`src/sv/assert_macros.svh`:
```
// ----------------------------------------------------------------------------
// Assertion macros
// Shared concurrent assertion wrappers for the HSV lamp duty controller.
// ----------------------------------------------------------------------------
`ifndef ASSERT_MACROS_SVH
`define ASSERT_MACROS_SVH

// Check prop on every rising clock edge while reset is released.
`define ASSERT_RST(label, clk, rst_n, prop, msg) \
  label: assert property (@(posedge clk) disable iff (!rst_n) prop) else $error(msg);

// Check prop on every rising clock edge, reset included.
`define ASSERT_ALWAYS(label, clk, prop, msg) \
  label: assert property (@(posedge clk) prop) else $error(msg);

`endif

```
`src/sv/hldc_pkg.sv`:
```
// ----------------------------------------------------------------------------
// hldc_pkg
// Types and constants shared by the HSV lamp duty controller modules.
// ----------------------------------------------------------------------------
`default_nettype none

package hldc_pkg;

  // Command codes carried in cmd_i.
  typedef enum logic [2:0] {
    CMD_POWER  = 3'd0,
    CMD_OFF    = 3'd1,
    CMD_HUE    = 3'd2,
    CMD_SAT    = 3'd3,
    CMD_BRIGHT = 3'd4
  } hldc_cmd_e;

  // Back end conversion sequencer.
  typedef enum logic [2:0] {
    CV_IDLE,
    CV_FRAC,
    CV_TERM,
    CV_PROD,
    CV_QUOT,
    CV_SCALE,
    CV_DIV
  } hldc_conv_state_e;

  // Level snapshot taken by a refreshing command.
  typedef struct packed {
    logic [15:0] hue;
    logic [15:0] sat;
    logic [15:0] bright;
  } hldc_level_t;

  // Front to queue push beat.
  typedef struct packed {
    logic        valid;
    hldc_level_t level;
  } hldc_push_t;

  // Configuration register map.
  localparam int unsigned PADDR_W = 3;
  localparam logic        REG_FULL_SCALE_DUTY = 1'b0;
  localparam logic [15:0] FULL_SCALE_RESET = 16'd8191;

endpackage

`default_nettype wire

```
`src/sv/hldc_fifo.sv`:
```
// ----------------------------------------------------------------------------
// hldc_fifo
// Short queue of level snapshots between the decoder and the converter.
// ----------------------------------------------------------------------------
`default_nettype none

`include "assert_macros.svh"

module hldc_fifo #(
  parameter int unsigned Depth = 2
) (
  input  wire logic                 clk_i,
  input  wire logic                 rst_ni,
  input  wire hldc_pkg::hldc_push_t push_i,
  output logic                      full_o,
  output logic                      valid_o,
  output hldc_pkg::hldc_level_t     level_o,
  input  wire logic                 pop_i
);

  localparam int unsigned PtrW = (Depth > 1) ? $clog2(Depth) : 1;
  localparam int unsigned CntW = $clog2(Depth + 1);

  hldc_pkg::hldc_level_t mem_q [Depth];
  logic [PtrW-1:0] wr_ptr_q, rd_ptr_q;
  logic [CntW-1:0] cnt_q;
  logic            do_push, do_pop;

  assign full_o  = (cnt_q == CntW'(Depth));
  assign valid_o = (cnt_q != '0);
  assign level_o = mem_q[rd_ptr_q];
  assign do_push = push_i.valid && !full_o;
  assign do_pop  = pop_i && valid_o;

  always_ff @(posedge clk_i) begin
    if (do_push) begin
      mem_q[wr_ptr_q] <= push_i.level;
    end
  end

  always_ff @(posedge clk_i or negedge rst_ni) begin
    if (!rst_ni) begin
      wr_ptr_q <= '0;
      rd_ptr_q <= '0;
      cnt_q    <= '0;
    end else begin
      if (do_push) begin
        wr_ptr_q <= (wr_ptr_q == PtrW'(Depth - 1)) ? '0 : wr_ptr_q + 1'b1;
      end
      if (do_pop) begin
        rd_ptr_q <= (rd_ptr_q == PtrW'(Depth - 1)) ? '0 : rd_ptr_q + 1'b1;
      end
      if (do_push && !do_pop) begin
        cnt_q <= cnt_q + 1'b1;
      end else if (do_pop && !do_push) begin
        cnt_q <= cnt_q - 1'b1;
      end
    end
  end

  `ASSERT_RST(a_no_push_when_full, clk_i, rst_ni, !(push_i.valid && full_o),
              "snapshot pushed into a full queue")
  `ASSERT_RST(a_count_bound, clk_i, rst_ni, cnt_q <= CntW'(Depth),
              "queue count above depth")

endmodule

`default_nettype wire

```
`config.mk`:
```
export PLATFORM = sky130hd
export DESIGN_NAME = hldc_fifo
export DESIGN_NICKNAME = d
export VERILOG_FILES = /design/src/sv/hldc_pkg.sv /design/src/sv/hldc_fifo.sv
export VERILOG_INCLUDE_DIRS = /design/src /design/src/sv
export SDC_FILE = /design/constraint.sdc
export NUM_CORES = 1
export LEC_CHECK = 0
export ABC_AREA = 1
export BUFFER_PORTS_ARGS = -buffer_cell sky130_fd_sc_hd__buf_4
export CORE_UTILIZATION = 41
export DETAILED_ROUTE_END_ITERATION = 12
export MAX_ROUTING_LAYER = met4
export PLACE_DENSITY = 0.68
export REMOVE_ABC_BUFFERS = 1
export SLEW_MARGIN = 0
export SYNTH_ARGS = -nofsm -noshare
export SYNTH_HDL_FRONTEND = slang
export SYNTH_SLANG_ARGS = --single-unit
```
`constraint.sdc`:
```
create_clock -name clk_i -period 4.6 [get_ports clk_i]
set_clock_uncertainty 0.15 [all_clocks]
set_input_delay 0.92 -clock clk_i [delete_from_list [all_inputs] [get_ports clk_i]]
set_output_delay 0.92 -clock clk_i [all_outputs]
set_load 0.1 [all_outputs]
```
==> results.py <==
metrics = {
    "yosys": {
        "syn-cell-area_sq_um": 3720,
        "yosys_warnings": 0,
        "ys_types": 14,
        "ys_ff_latch": 100,
        "syn_inst": 283,
        "ys_seq_area_share_pct": 80.1,
        "syn_avg_cell_area_sq_um": 13.2,
    },
    "layout": {
        "nets": 439,
        "drive_gt1_share_pct": 31.2,
        "area_growth_syn_to_layout_pct": 27.7,
        "antenna_cells_inserted": 0,
    },
    "detailed_routing": {
        "drc": 0,
        "wire_per_inst_microns": 13.3,
        "postRouteAntennaNets": 0,
        "avgViaCountPerCell": 4.51,
        "first_iter_violations": 94,
        "vias": 2251,
        "first_pass_iters": 4,
        "wirelength_microns": 6620,
    },
    "clock_tree": {
        "clock-sinks": 100,
        "cts_tree": "built",
        "cts_buffers": 9,
        "clkLatencyLatePin_ns": 0.34,
        "post-cts-setup-buffer-count": 0,
        "cts_hold_buf": 0,
        "cts-htree-levels": 3,
        "cts_buffer_depth": 2,
        "ctsRootBufferMaster": "clkbuf_8",
        "path_clk_slew_ns": 0.09,
        "cts_resized": 0,
    },
    "sta": {
        "period_share_pct": 65.5,
        "finalHoldViolations": 0,
        "rsz0062_at_grt": "no",
        "setup-tns-final_ns": 0,
        "fin_crit_ns": 3.01,
        "drv_slew": 0,
        "worst_pin_slew_ns": 1.09,
        "max_freq_ghz": 0.332,
        "setup_viol_count_final": 0,
        "max-slew-margin-rel_pct": 27.4,
    },
    "setup_path": {
        "rr_endpoint": "mem_q[1][37]$_DFFE_PP_",
        "critPathLaunchType": "flip-flop",
        "path_cells": "inv_2 -> nand2_1 -> nand2_1 -> buf_4",
        "crit_fanout": 49,
        "crit_slowest_cell": "inv_2",
        "slowest_delay_ns": 0.64,
        "cp_common_cell": "nand2_1",
        "worstPathArrival_ns": 1.94,
        "r2r_start": "cnt_q[1]$_DFFE_PN0P_",
        "critical_path_class": "reg2out",
        "required_ns": 3.53,
        "ff2ff_path_depth": 4,
        "rrSetupSlack_ns": 2.31,
        "critPathCaptureType": "primary output",
    },
    "global_route": {
        "grt_max_degree": 50,
        "antenna_found_initial": 0,
        "grt_pass1_wl_microns": 10300,
        "grt_util_all_layers_pct": 14.7,
        "grt_pass1_vias": 2104,
        "gr-total-overflow": 0,
    },
    "placement": {
        "gp_congestion": 0.739,
        "port_buffers": 101,
        "dp_hpwl_microns": 3970,
    },
    "hold_path": {
        "hold_class": "in2async",
    },
    "die": {
        "fp.dieW_microns": 97.3,
        "core.rowCount": 34,
        "io_pins": 102,
        "die_y_microns": 97.3,
        "core_sq_um": 8760,
        "start_util_pct": 42.5,
        "dieArea_sq_um": 9470,
    },
    "run": {
        "cap_viol_max_count": 0,
    },
    "status": {
        "outcome": "finished, final reports clean",
    },
}
-- final cells by class --
type	instances	area, sq um
clock buffer	9	124
clock inverter	7	66.3
fill	742	4010
inverter	8	30.0
multi-input combinational	164	643
sequential	100	2980
tap	108	135
timing repair buffer	103	773
-- critical path, delay by kind of cell (launching register included) --
family / cells / cell delay (ns)
buf+inv: 2 / 0.94
flops: 1 / 0.42
simple gates: 2 / 0.24
-- cell usage after synthesis --
cell type | instances | share of area (%)
dfrtp_1 | 4 | 2.7
edfxtp_1 | 96 | 77
buf_2 | 7 | 0.94
buf_4 | 1 | 0.20
inv_1 | 7 | 0.71
nor2_1 | 3 | 0.30
inv_2 | 1 | 0.10
o21ai_0 | 1 | 0.13
xnor2_1 | 1 | 0.24
nand4_1 | 1 | 0.17
buf_6 | 3 | 0.91
nand3_1 | 2 | 0.27
ha_1 | 1 | 0.34
nand2_1 | 155 | 16
-- worst max-delay path by stage --
stage	startpoint	to	slack (ns)
2_1_floorplan	push_i[48]	mem_q[1][0]$_DFFE_PP_	0.96
3_3_place_gp	push_i[48]	mem_q[1][42]$_DFFE_PP_	1.81
3_5_place_dp	push_i[48]	mem_q[1][42]$_DFFE_PP_	1.76
4_1_cts	rd_ptr_q$_DFFE_PN0P_	level_o[5]	1.53
5_1_grt	rd_ptr_q$_DFFE_PN0P_	level_o[33]	1.40
6_report	rd_ptr_q$_DFFE_PN0P_	level_o[6]	1.59
-- metrics by stage --
step	hold slack [ns]	instance area, sq um	std cells	setup slack (ns)	utilization, %
2_1_floorplan	0.292	3650	272	0.957	-
3_3_place_gp	0.306	4570	483	1.81	52.1
3_5_place_dp	0.327	4570	483	1.76	52.1
4_1_cts	0.180	4760	499	1.53	54.3
5_1_grt	0.181	4760	499	1.40	54.3
6_report	0.205	4760	499	1.59	54.3
-- logic make-up (layout without fill, tap and decap cells) --
family | Yosys count | count (layout) | synth area share [%]
DFF | 100 | 100 | 80.1
buffers and inverters | 19 | 127 | 2.86
and+or+nand+nor | 161 | 161 | 16.4
xor gates and xnor gates | 1 | 1 | 0.235
AOI/OAI and AO/OA | 1 | 1 | 0.134
adders and majority gates | 1 | 1 | 0.336
-- cells in the final DEF (no fill, tap or decap), types with 2 or more instances in the layout --
| master | instances |
|---|---|
| nor2_1 | 2 |
| inv_1 | 6 |
| nand2_1 | 155 |
| nand3_1 | 2 |
| edfxtp_1 | 96 |
| inv_2 | 2 |
| clkinv_2 | 3 |
| buf_4 | 103 |
| dfrtp_1 | 3 |
| clkbuf_8 | 9 |
-- layer usage --
metal / track usage, % / share of wire, % / vias up
met5: - / 0 / -
li1: - / - / 1145
met3: 3.09 / 5.7 / 4
met4: 6.56 / 0.57 / 0
met1: 18.6 / 45 / 1029
met2: 22.9 / 49 / 73
-- sequential cells by signal, summed over array words and instances (netlist names) --
register and cells:
mem_q 96, rd_ptr_q 1, wr_ptr_q 1, cnt_q 2
Power is not shown: default switching activity piles up to over one toggle a cycle in this logic, so the estimate is an artifact.
