**src/sv/assert_macros.svh**
```systemverilog
// ----------------------------------------------------------------------------
// Assertion macros
// Shared concurrent assertion wrappers for the HSV lamp duty controller.
// ----------------------------------------------------------------------------
`ifndef ASSERT_MACROS_SVH
`define ASSERT_MACROS_SVH

// Check prop on every rising clock edge while reset is released.
`define ASSERT_RST(label, clk, rst_n, prop, msg) \
  label: assert property (@(posedge clk) disable iff (!rst_n) prop) else $error(msg);

// Check prop on every rising clock edge, reset included.
`define ASSERT_ALWAYS(label, clk, prop, msg) \
  label: assert property (@(posedge clk) prop) else $error(msg);

`endif

```
**src/sv/hldc_pkg.sv**
```systemverilog
// ----------------------------------------------------------------------------
// hldc_pkg
// Types and constants shared by the HSV lamp duty controller modules.
// ----------------------------------------------------------------------------
`default_nettype none

package hldc_pkg;

  // Command codes carried in cmd_i.
  typedef enum logic [2:0] {
    CMD_POWER  = 3'd0,
    CMD_OFF    = 3'd1,
    CMD_HUE    = 3'd2,
    CMD_SAT    = 3'd3,
    CMD_BRIGHT = 3'd4
  } hldc_cmd_e;

  // Back end conversion sequencer.
  typedef enum logic [2:0] {
    CV_IDLE,
    CV_FRAC,
    CV_TERM,
    CV_PROD,
    CV_QUOT,
    CV_SCALE,
    CV_DIV
  } hldc_conv_state_e;

  // Level snapshot taken by a refreshing command.
  typedef struct packed {
    logic [15:0] hue;
    logic [15:0] sat;
    logic [15:0] bright;
  } hldc_level_t;

  // Front to queue push beat.
  typedef struct packed {
    logic        valid;
    hldc_level_t level;
  } hldc_push_t;

  // Configuration register map.
  localparam int unsigned PADDR_W = 3;
  localparam logic        REG_FULL_SCALE_DUTY = 1'b0;
  localparam logic [15:0] FULL_SCALE_RESET = 16'd8191;

endpackage

`default_nettype wire

```
**src/sv/hldc_front.sv**
```systemverilog
// ----------------------------------------------------------------------------
// hldc_front
// Command decoder: keeps the lamp state and pushes a level snapshot for
// every command that needs a refresh.
// ----------------------------------------------------------------------------
`default_nettype none

module hldc_front (
  input  wire logic               clk_i,
  input  wire logic               rst_ni,
  input  wire logic               in_valid_i,
  output logic                    in_ready_o,
  input  wire logic [2:0]         cmd_i,
  input  wire logic [15:0]        value_i,
  input  wire logic               full_i,
  output hldc_pkg::hldc_push_t    push_o
);

  logic [15:0] hue_q, hue_d;
  logic [15:0] sat_q, sat_d;
  logic [15:0] bright_q, bright_d;
  logic [15:0] saved_q, saved_d;
  logic        on_q, on_d;
  logic        refresh;
  logic        accept;

  assign in_ready_o = !full_i;
  assign accept     = in_valid_i && in_ready_o;

  always_comb begin
    hue_d    = hue_q;
    sat_d    = sat_q;
    bright_d = bright_q;
    saved_d  = saved_q;
    on_d     = on_q;
    refresh  = 1'b0;
    unique case (hldc_pkg::hldc_cmd_e'(cmd_i))
      hldc_pkg::CMD_POWER: begin
        if (value_i[0]) begin
          bright_d = saved_q;
          on_d     = 1'b1;
        end else begin
          saved_d  = bright_q;
          bright_d = '0;
          on_d     = 1'b0;
        end
        refresh = 1'b1;
      end
      hldc_pkg::CMD_OFF: begin
        bright_d = '0;
        on_d     = 1'b0;
        refresh  = 1'b1;
      end
      hldc_pkg::CMD_HUE: begin
        hue_d   = value_i;
        refresh = on_q;
      end
      hldc_pkg::CMD_SAT: begin
        sat_d   = value_i;
        refresh = on_q;
      end
      hldc_pkg::CMD_BRIGHT: begin
        bright_d = value_i;
        saved_d  = value_i;
        refresh  = on_q;
      end
      default: begin
        refresh = 1'b0;
      end
    endcase
  end

  always_ff @(posedge clk_i or negedge rst_ni) begin
    if (!rst_ni) begin
      hue_q    <= '0;
      sat_q    <= '0;
      bright_q <= '0;
      saved_q  <= '0;
      on_q     <= 1'b0;
    end else if (accept) begin
      hue_q    <= hue_d;
      sat_q    <= sat_d;
      bright_q <= bright_d;
      saved_q  <= saved_d;
      on_q     <= on_d;
    end
  end

  // Snapshot the updated levels into the queue.
  assign push_o.valid        = accept && refresh;
  assign push_o.level.hue    = hue_d;
  assign push_o.level.sat    = sat_d;
  assign push_o.level.bright = bright_d;

endmodule

`default_nettype wire

```
**config.mk**
```make
export PLATFORM = sky130hd
export DESIGN_NAME = hldc_front
export DESIGN_NICKNAME = d
export VERILOG_FILES = /design/src/sv/assert_macros.svh /design/src/sv/hldc_pkg.sv /design/src/sv/hldc_front.sv
export SDC_FILE = /design/constraint.sdc
export NUM_CORES = 1
export LEC_CHECK = 0
export ABC_AREA = 1
export BUFFER_PORTS_ARGS = -buffer_cell sky130_fd_sc_hd__buf_2
export CELL_PAD_IN_SITES_DETAIL_PLACEMENT = 0
export CELL_PAD_IN_SITES_GLOBAL_PLACEMENT = 1
export CORE_MARGIN = 4
export CORE_UTILIZATION = 35
export DETAILED_ROUTE_END_ITERATION = 10
export PLACE_DENSITY_LB_ADDON = 0.12
export SLEW_MARGIN = 10
export SYNTH_ARGS = -nofsm -noshare
export SYNTH_HDL_FRONTEND = slang
export SYNTH_SLANG_ARGS = --single-unit
```
**constraint.sdc**
```tcl
create_clock -name clk_i -period 1.1 [get_ports clk_i]
set_clock_uncertainty 0.1 [all_clocks]
set_input_delay 0.11 -clock clk_i [delete_from_list [all_inputs] [get_ports clk_i]]
set_output_delay 0.11 -clock clk_i [all_outputs]
set_load 0.05 [all_outputs]
```
==> flow_metrics.env <==
export IMPL_status="finished with violations"
export IMPL_violations="negative setup slack"
export IMPL_synth_cell_type_count=19
export IMPL_yosysWarnings=0
export IMPL_r2r_setup_slack_ns=0.02
export IMPL_synth_top_family_by_area="simple AND/OR/NAND/NOR gates"
export IMPL_grt_util_met1_pct=28.4
export IMPL_cts_htree_levels=3
export IMPL_cp_top_family="flip-flops"
export IMPL_grt_max_degree=66
export IMPL_multi_input_area_um2=2500
export IMPL_vias=4175
export IMPL_cts_buffers=9
export IMPL_r2r_start="sat_q[9]"
export IMPL_power_density_nw_per_um2=1570
export IMPL_synthCells=582
export IMPL_hold_path_cell_count=5
export IMPL_met3_usage_pct=3.55
export IMPL_internal_power_mw=6.52
export IMPL_clk_pin_slew_ns=0.07
export IMPL_grt_ovfl_total=0
export IMPL_die_x_um=113
export IMPL_cp_required_ns=0.89
export IMPL_async_reset_ff_share_pct=100
export IMPL_hp_class="input port to register"
export IMPL_gr_usage_all_layers_pct=21.1
export IMPL_routed_wl_mm=12.9
export IMPL_worst_r2r_endpoint="sat_q[9]"
export IMPL_worst_r2r_path_depth=6
export IMPL_finalMaxSlewViolations=0
export IMPL_clockRootBuffer="clkbuf_8"
export IMPL_design_core_area_um2=10800
export IMPL_synthMuxAreaShare_pct=0
export IMPL_dieArea_um2=12900
export IMPL_antenna_cells=0
export IMPL_grt_pass1_vias=4276
export IMPL_switching_power_mw=3.87
export IMPL_synth_edf_count=0
export IMPL_dpl_cell_area_um2=5310
export IMPL_grt_setup_unrepaired="true"
export IMPL_syn_area_um2=3890
export IMPL_nNetsFinal=752
export IMPL_fin_crit_ns=1.37
export IMPL_clk_path_buf_depth=2
export IMPL_use_met2_pct=34.7
export IMPL_p_sw_share_pct=37.3
export IMPL_dr_pass1_iters=6
export IMPL_syn_num_nets=605
export IMPL_synth_flop_cell="dfrtp_1"
export IMPL_seq_area_frac_synth_pct=41.9
export IMPL_crit_chain="inv_2 -> nand2_2 -> and2_4 -> buf_8"
export IMPL_final_core_util_pct=61.1
export IMPL_max_stage_delay_ns=0.39
export IMPL_fillers=982
export IMPL_cp_start_kind="register"
export IMPL_initial_core_util_pct=35.8
export IMPL_worstSkewPairLatency_ns=0.35
export IMPL_cp_max_fo=2
export IMPL_whs_endpoint="sat_q[14]"
export IMPL_post_drt_via_cell_ratio=4.78
export IMPL_hold_violations=0
export IMPL_io_buffers=72
export IMPL_cp_end_kind="output port"
export IMPL_maxCapViolCount=0
export IMPL_worstSetupPathType="register to output port"
export IMPL_wire_per_inst_um=14.7
export IMPL_worstPathArrival_ns=1.16
export IMPL_synth_top_area_share_pct=41.9
export IMPL_syn_avg_cell_area_um2=6.68
export IMPL_fin_crit_sh_pct=125
export IMPL_combPwrFrac_pct=47.7
export IMPL_max_freq_ghz=0.729
export IMPL_cts_tree="yes"
export IMPL_grt_busiest_layer="met2"
export IMPL_max_slew_worst_pin_slew_ns=0.367
export IMPL_yosysTopAreaCell="dfrtp_1"
export IMPL_fin_ws_ns=-0.272
export IMPL_rows=38
export IMPL_cts_sinks=65
export IMPL_synth_xor_area_share_pct=0
export IMPL_p_leak_nw=3.62
export IMPL_ir_drop_mv=0.992
export IMPL_design_area_um2=6620
export IMPL_synthTopCellsByCount="259 x nand2_1, 96 x nand3_1, 65 x dfrtp_1, 65 x inv_1, 18 x o21ai_0"
export IMPL_synth_compound_area_share_pct=5.76
export IMPL_drive_gt1_share_pct=44.4
export IMPL_hp_start="value_i[14]"
export IMPL_antenna_found_initial=1
export IMPL_drtIter0Drc=194
export IMPL_clockPowerShare_pct=22.8
export IMPL_cp_buffers_inverters=2
export IMPL_synth_most_common_cell="nand2_1"
export IMPL_max_slew_margin_pct=75.5
export IMPL_synth_area_top_cells="dfrtp_1 42%, nand2_1 25%, nand3_1 12%, inv_1 6.3%, o21a_1 3.1%"
export IMPL_io_pins=73
export IMPL_synth_fa_ha_area_share_pct=0
export IMPL_grt_pass1_wl_mm=21.7
export IMPL_dp_hpwl_mm=8.35
export IMPL_setup_viol=49
export IMPL_area_growth_pct=70.4
export IMPL_ant_nets=0
export IMPL_regArea_um2=1630
export IMPL_drc=0
export IMPL_place_gp_congestion=0.757
export IMPL_synthSimpleGateAreaFrac_pct=41.9
export IMPL_die_y_um=113
export IMPL_pwr_share_seq_pct=29.5
export IMPL_synth_seq_cells=65
export IMPL_crit_slowest_cell="dfrtp_1"
## kinds of logic (layout without fill, tap and decap cells)
group | after synthesis | count (layout)
AOI/OAI and AO/OA | 36 | 36
buffers and inverters | 101 | 253
DFF | 65 | 65
and+or+nand+nor | 380 | 380
## how the worst max path moves through the flow
stage           startpoint         end  slack (ns)  depth (start not counted)
4_1_cts        saved_q[10]  push_o[10]       -0.29                          5
5_1_grt          sat_q[12]  push_o[28]       -0.34                          4
3_5_place_dp      cmd_i[1]  push_o[35]       -0.36                          7
2_1_floorplan       full_i  push_o[48]       -0.08                          6
6_report         hue_q[14]  push_o[46]       -0.27                          4
3_3_place_gp      cmd_i[1]  push_o[41]       -0.34                          7
## through the flow
| stage | hold slack, ns | power, mW | setup WS [ns] | setup TNS [ns] | cells |
|---|---|---|---|---|---|
| finish | 0.0486 | 10.4 | -0.272 | -12.08 | 874 |
| detailed placement | 0.0686 | 6.69 | -0.358 | -27.22 | 824 |
| global placement | 0.0713 | 6.64 | -0.336 | -26.02 | 824 |
| global route | 0.0687 | 11.0 | -0.341 | -15.15 | 874 |
| floorplan | -0.286 | 5.69 | -0.0757 | -0.566 | 582 |
| CTS | 0.0254 | 10.2 | -0.285 | -12.88 | 868 |
## layout make-up
class                      count  area share [%]
clock buffer                  14            2.46
clock inverter                 2           0.907
inverter                      70            4.12
multi-input combinational    416            37.8
sequential                    65            24.6
tap                          140            2.65
timing repair buffer         167            27.5
## layer usage
metal  routed length (µm)  vias to the layer above
met5                   13                        -
met4                  167                        2
met3                  394                       16
met2                 6330                       60
met1                 5970                     2012
li1                     -                     2085
## sequential cells by signal, indices dropped and copies added (netlist names)
name,flops
saved_q,16
sat_q,16
bright_q,16
hue_q,16
on_q,1
## timing repair
action | 4_1_cts | 5_1_grt
gates cloned | 1 | 0
setup buffers | 26 | 16
pin swaps | 41 | 23
gates resized for setup | 189 | 52
endpoints found under the setup margin | 49 | 74
endpoints found under the hold margin | 65 | 0
hold buffers | 1 | 0
## placed cells by master (no fill, tap or decap)
cell	instances
inv_1	52
nand3_2	32
nand2_1	221
nand2_2	38
clkbuf_8	11
nor2_4	3
o21ai_0	17
buf_8	46
clkbuf_1	3
nand2_4	5
and2_4	15
o21a_4	14
buf_4	66
nor2_1	1
bufinv_16	2
dlygate4sd3_1	1
inv_4	2
buf_16	1
buf_6	17
buf_2	21
o21ai_2	1
o21ai_1	1
inv_6	1
a21oi_4	1
inv_2	15
dfrtp_1	65
o21a_2	2
nand3_4	17
nor3_4	1
buf_12	15
nand3_1	47
## power groups by stage
stage / combinational, mW / clock, mW / sequential, mW
4_1_cts: 4.75 / 2.42 / 3.04
5_1_grt: 5.31 / 2.53 / 3.11
3_3_place_gp: 3.58 / 0 / 3.06
2_1_floorplan: 2.65 / 0 / 3.03
3_5_place_dp: 3.62 / 0 / 3.08
6_report: 4.95 / 2.37 / 3.06
## worst min-delay path: stages
cell and delay [ns]:
buf_2 0.12, inv_1 0.06, nand2_1 0.06, nand3_1 0.06, nand2_1 0.05
Note: power is estimated with default switching activity, not from simulation.
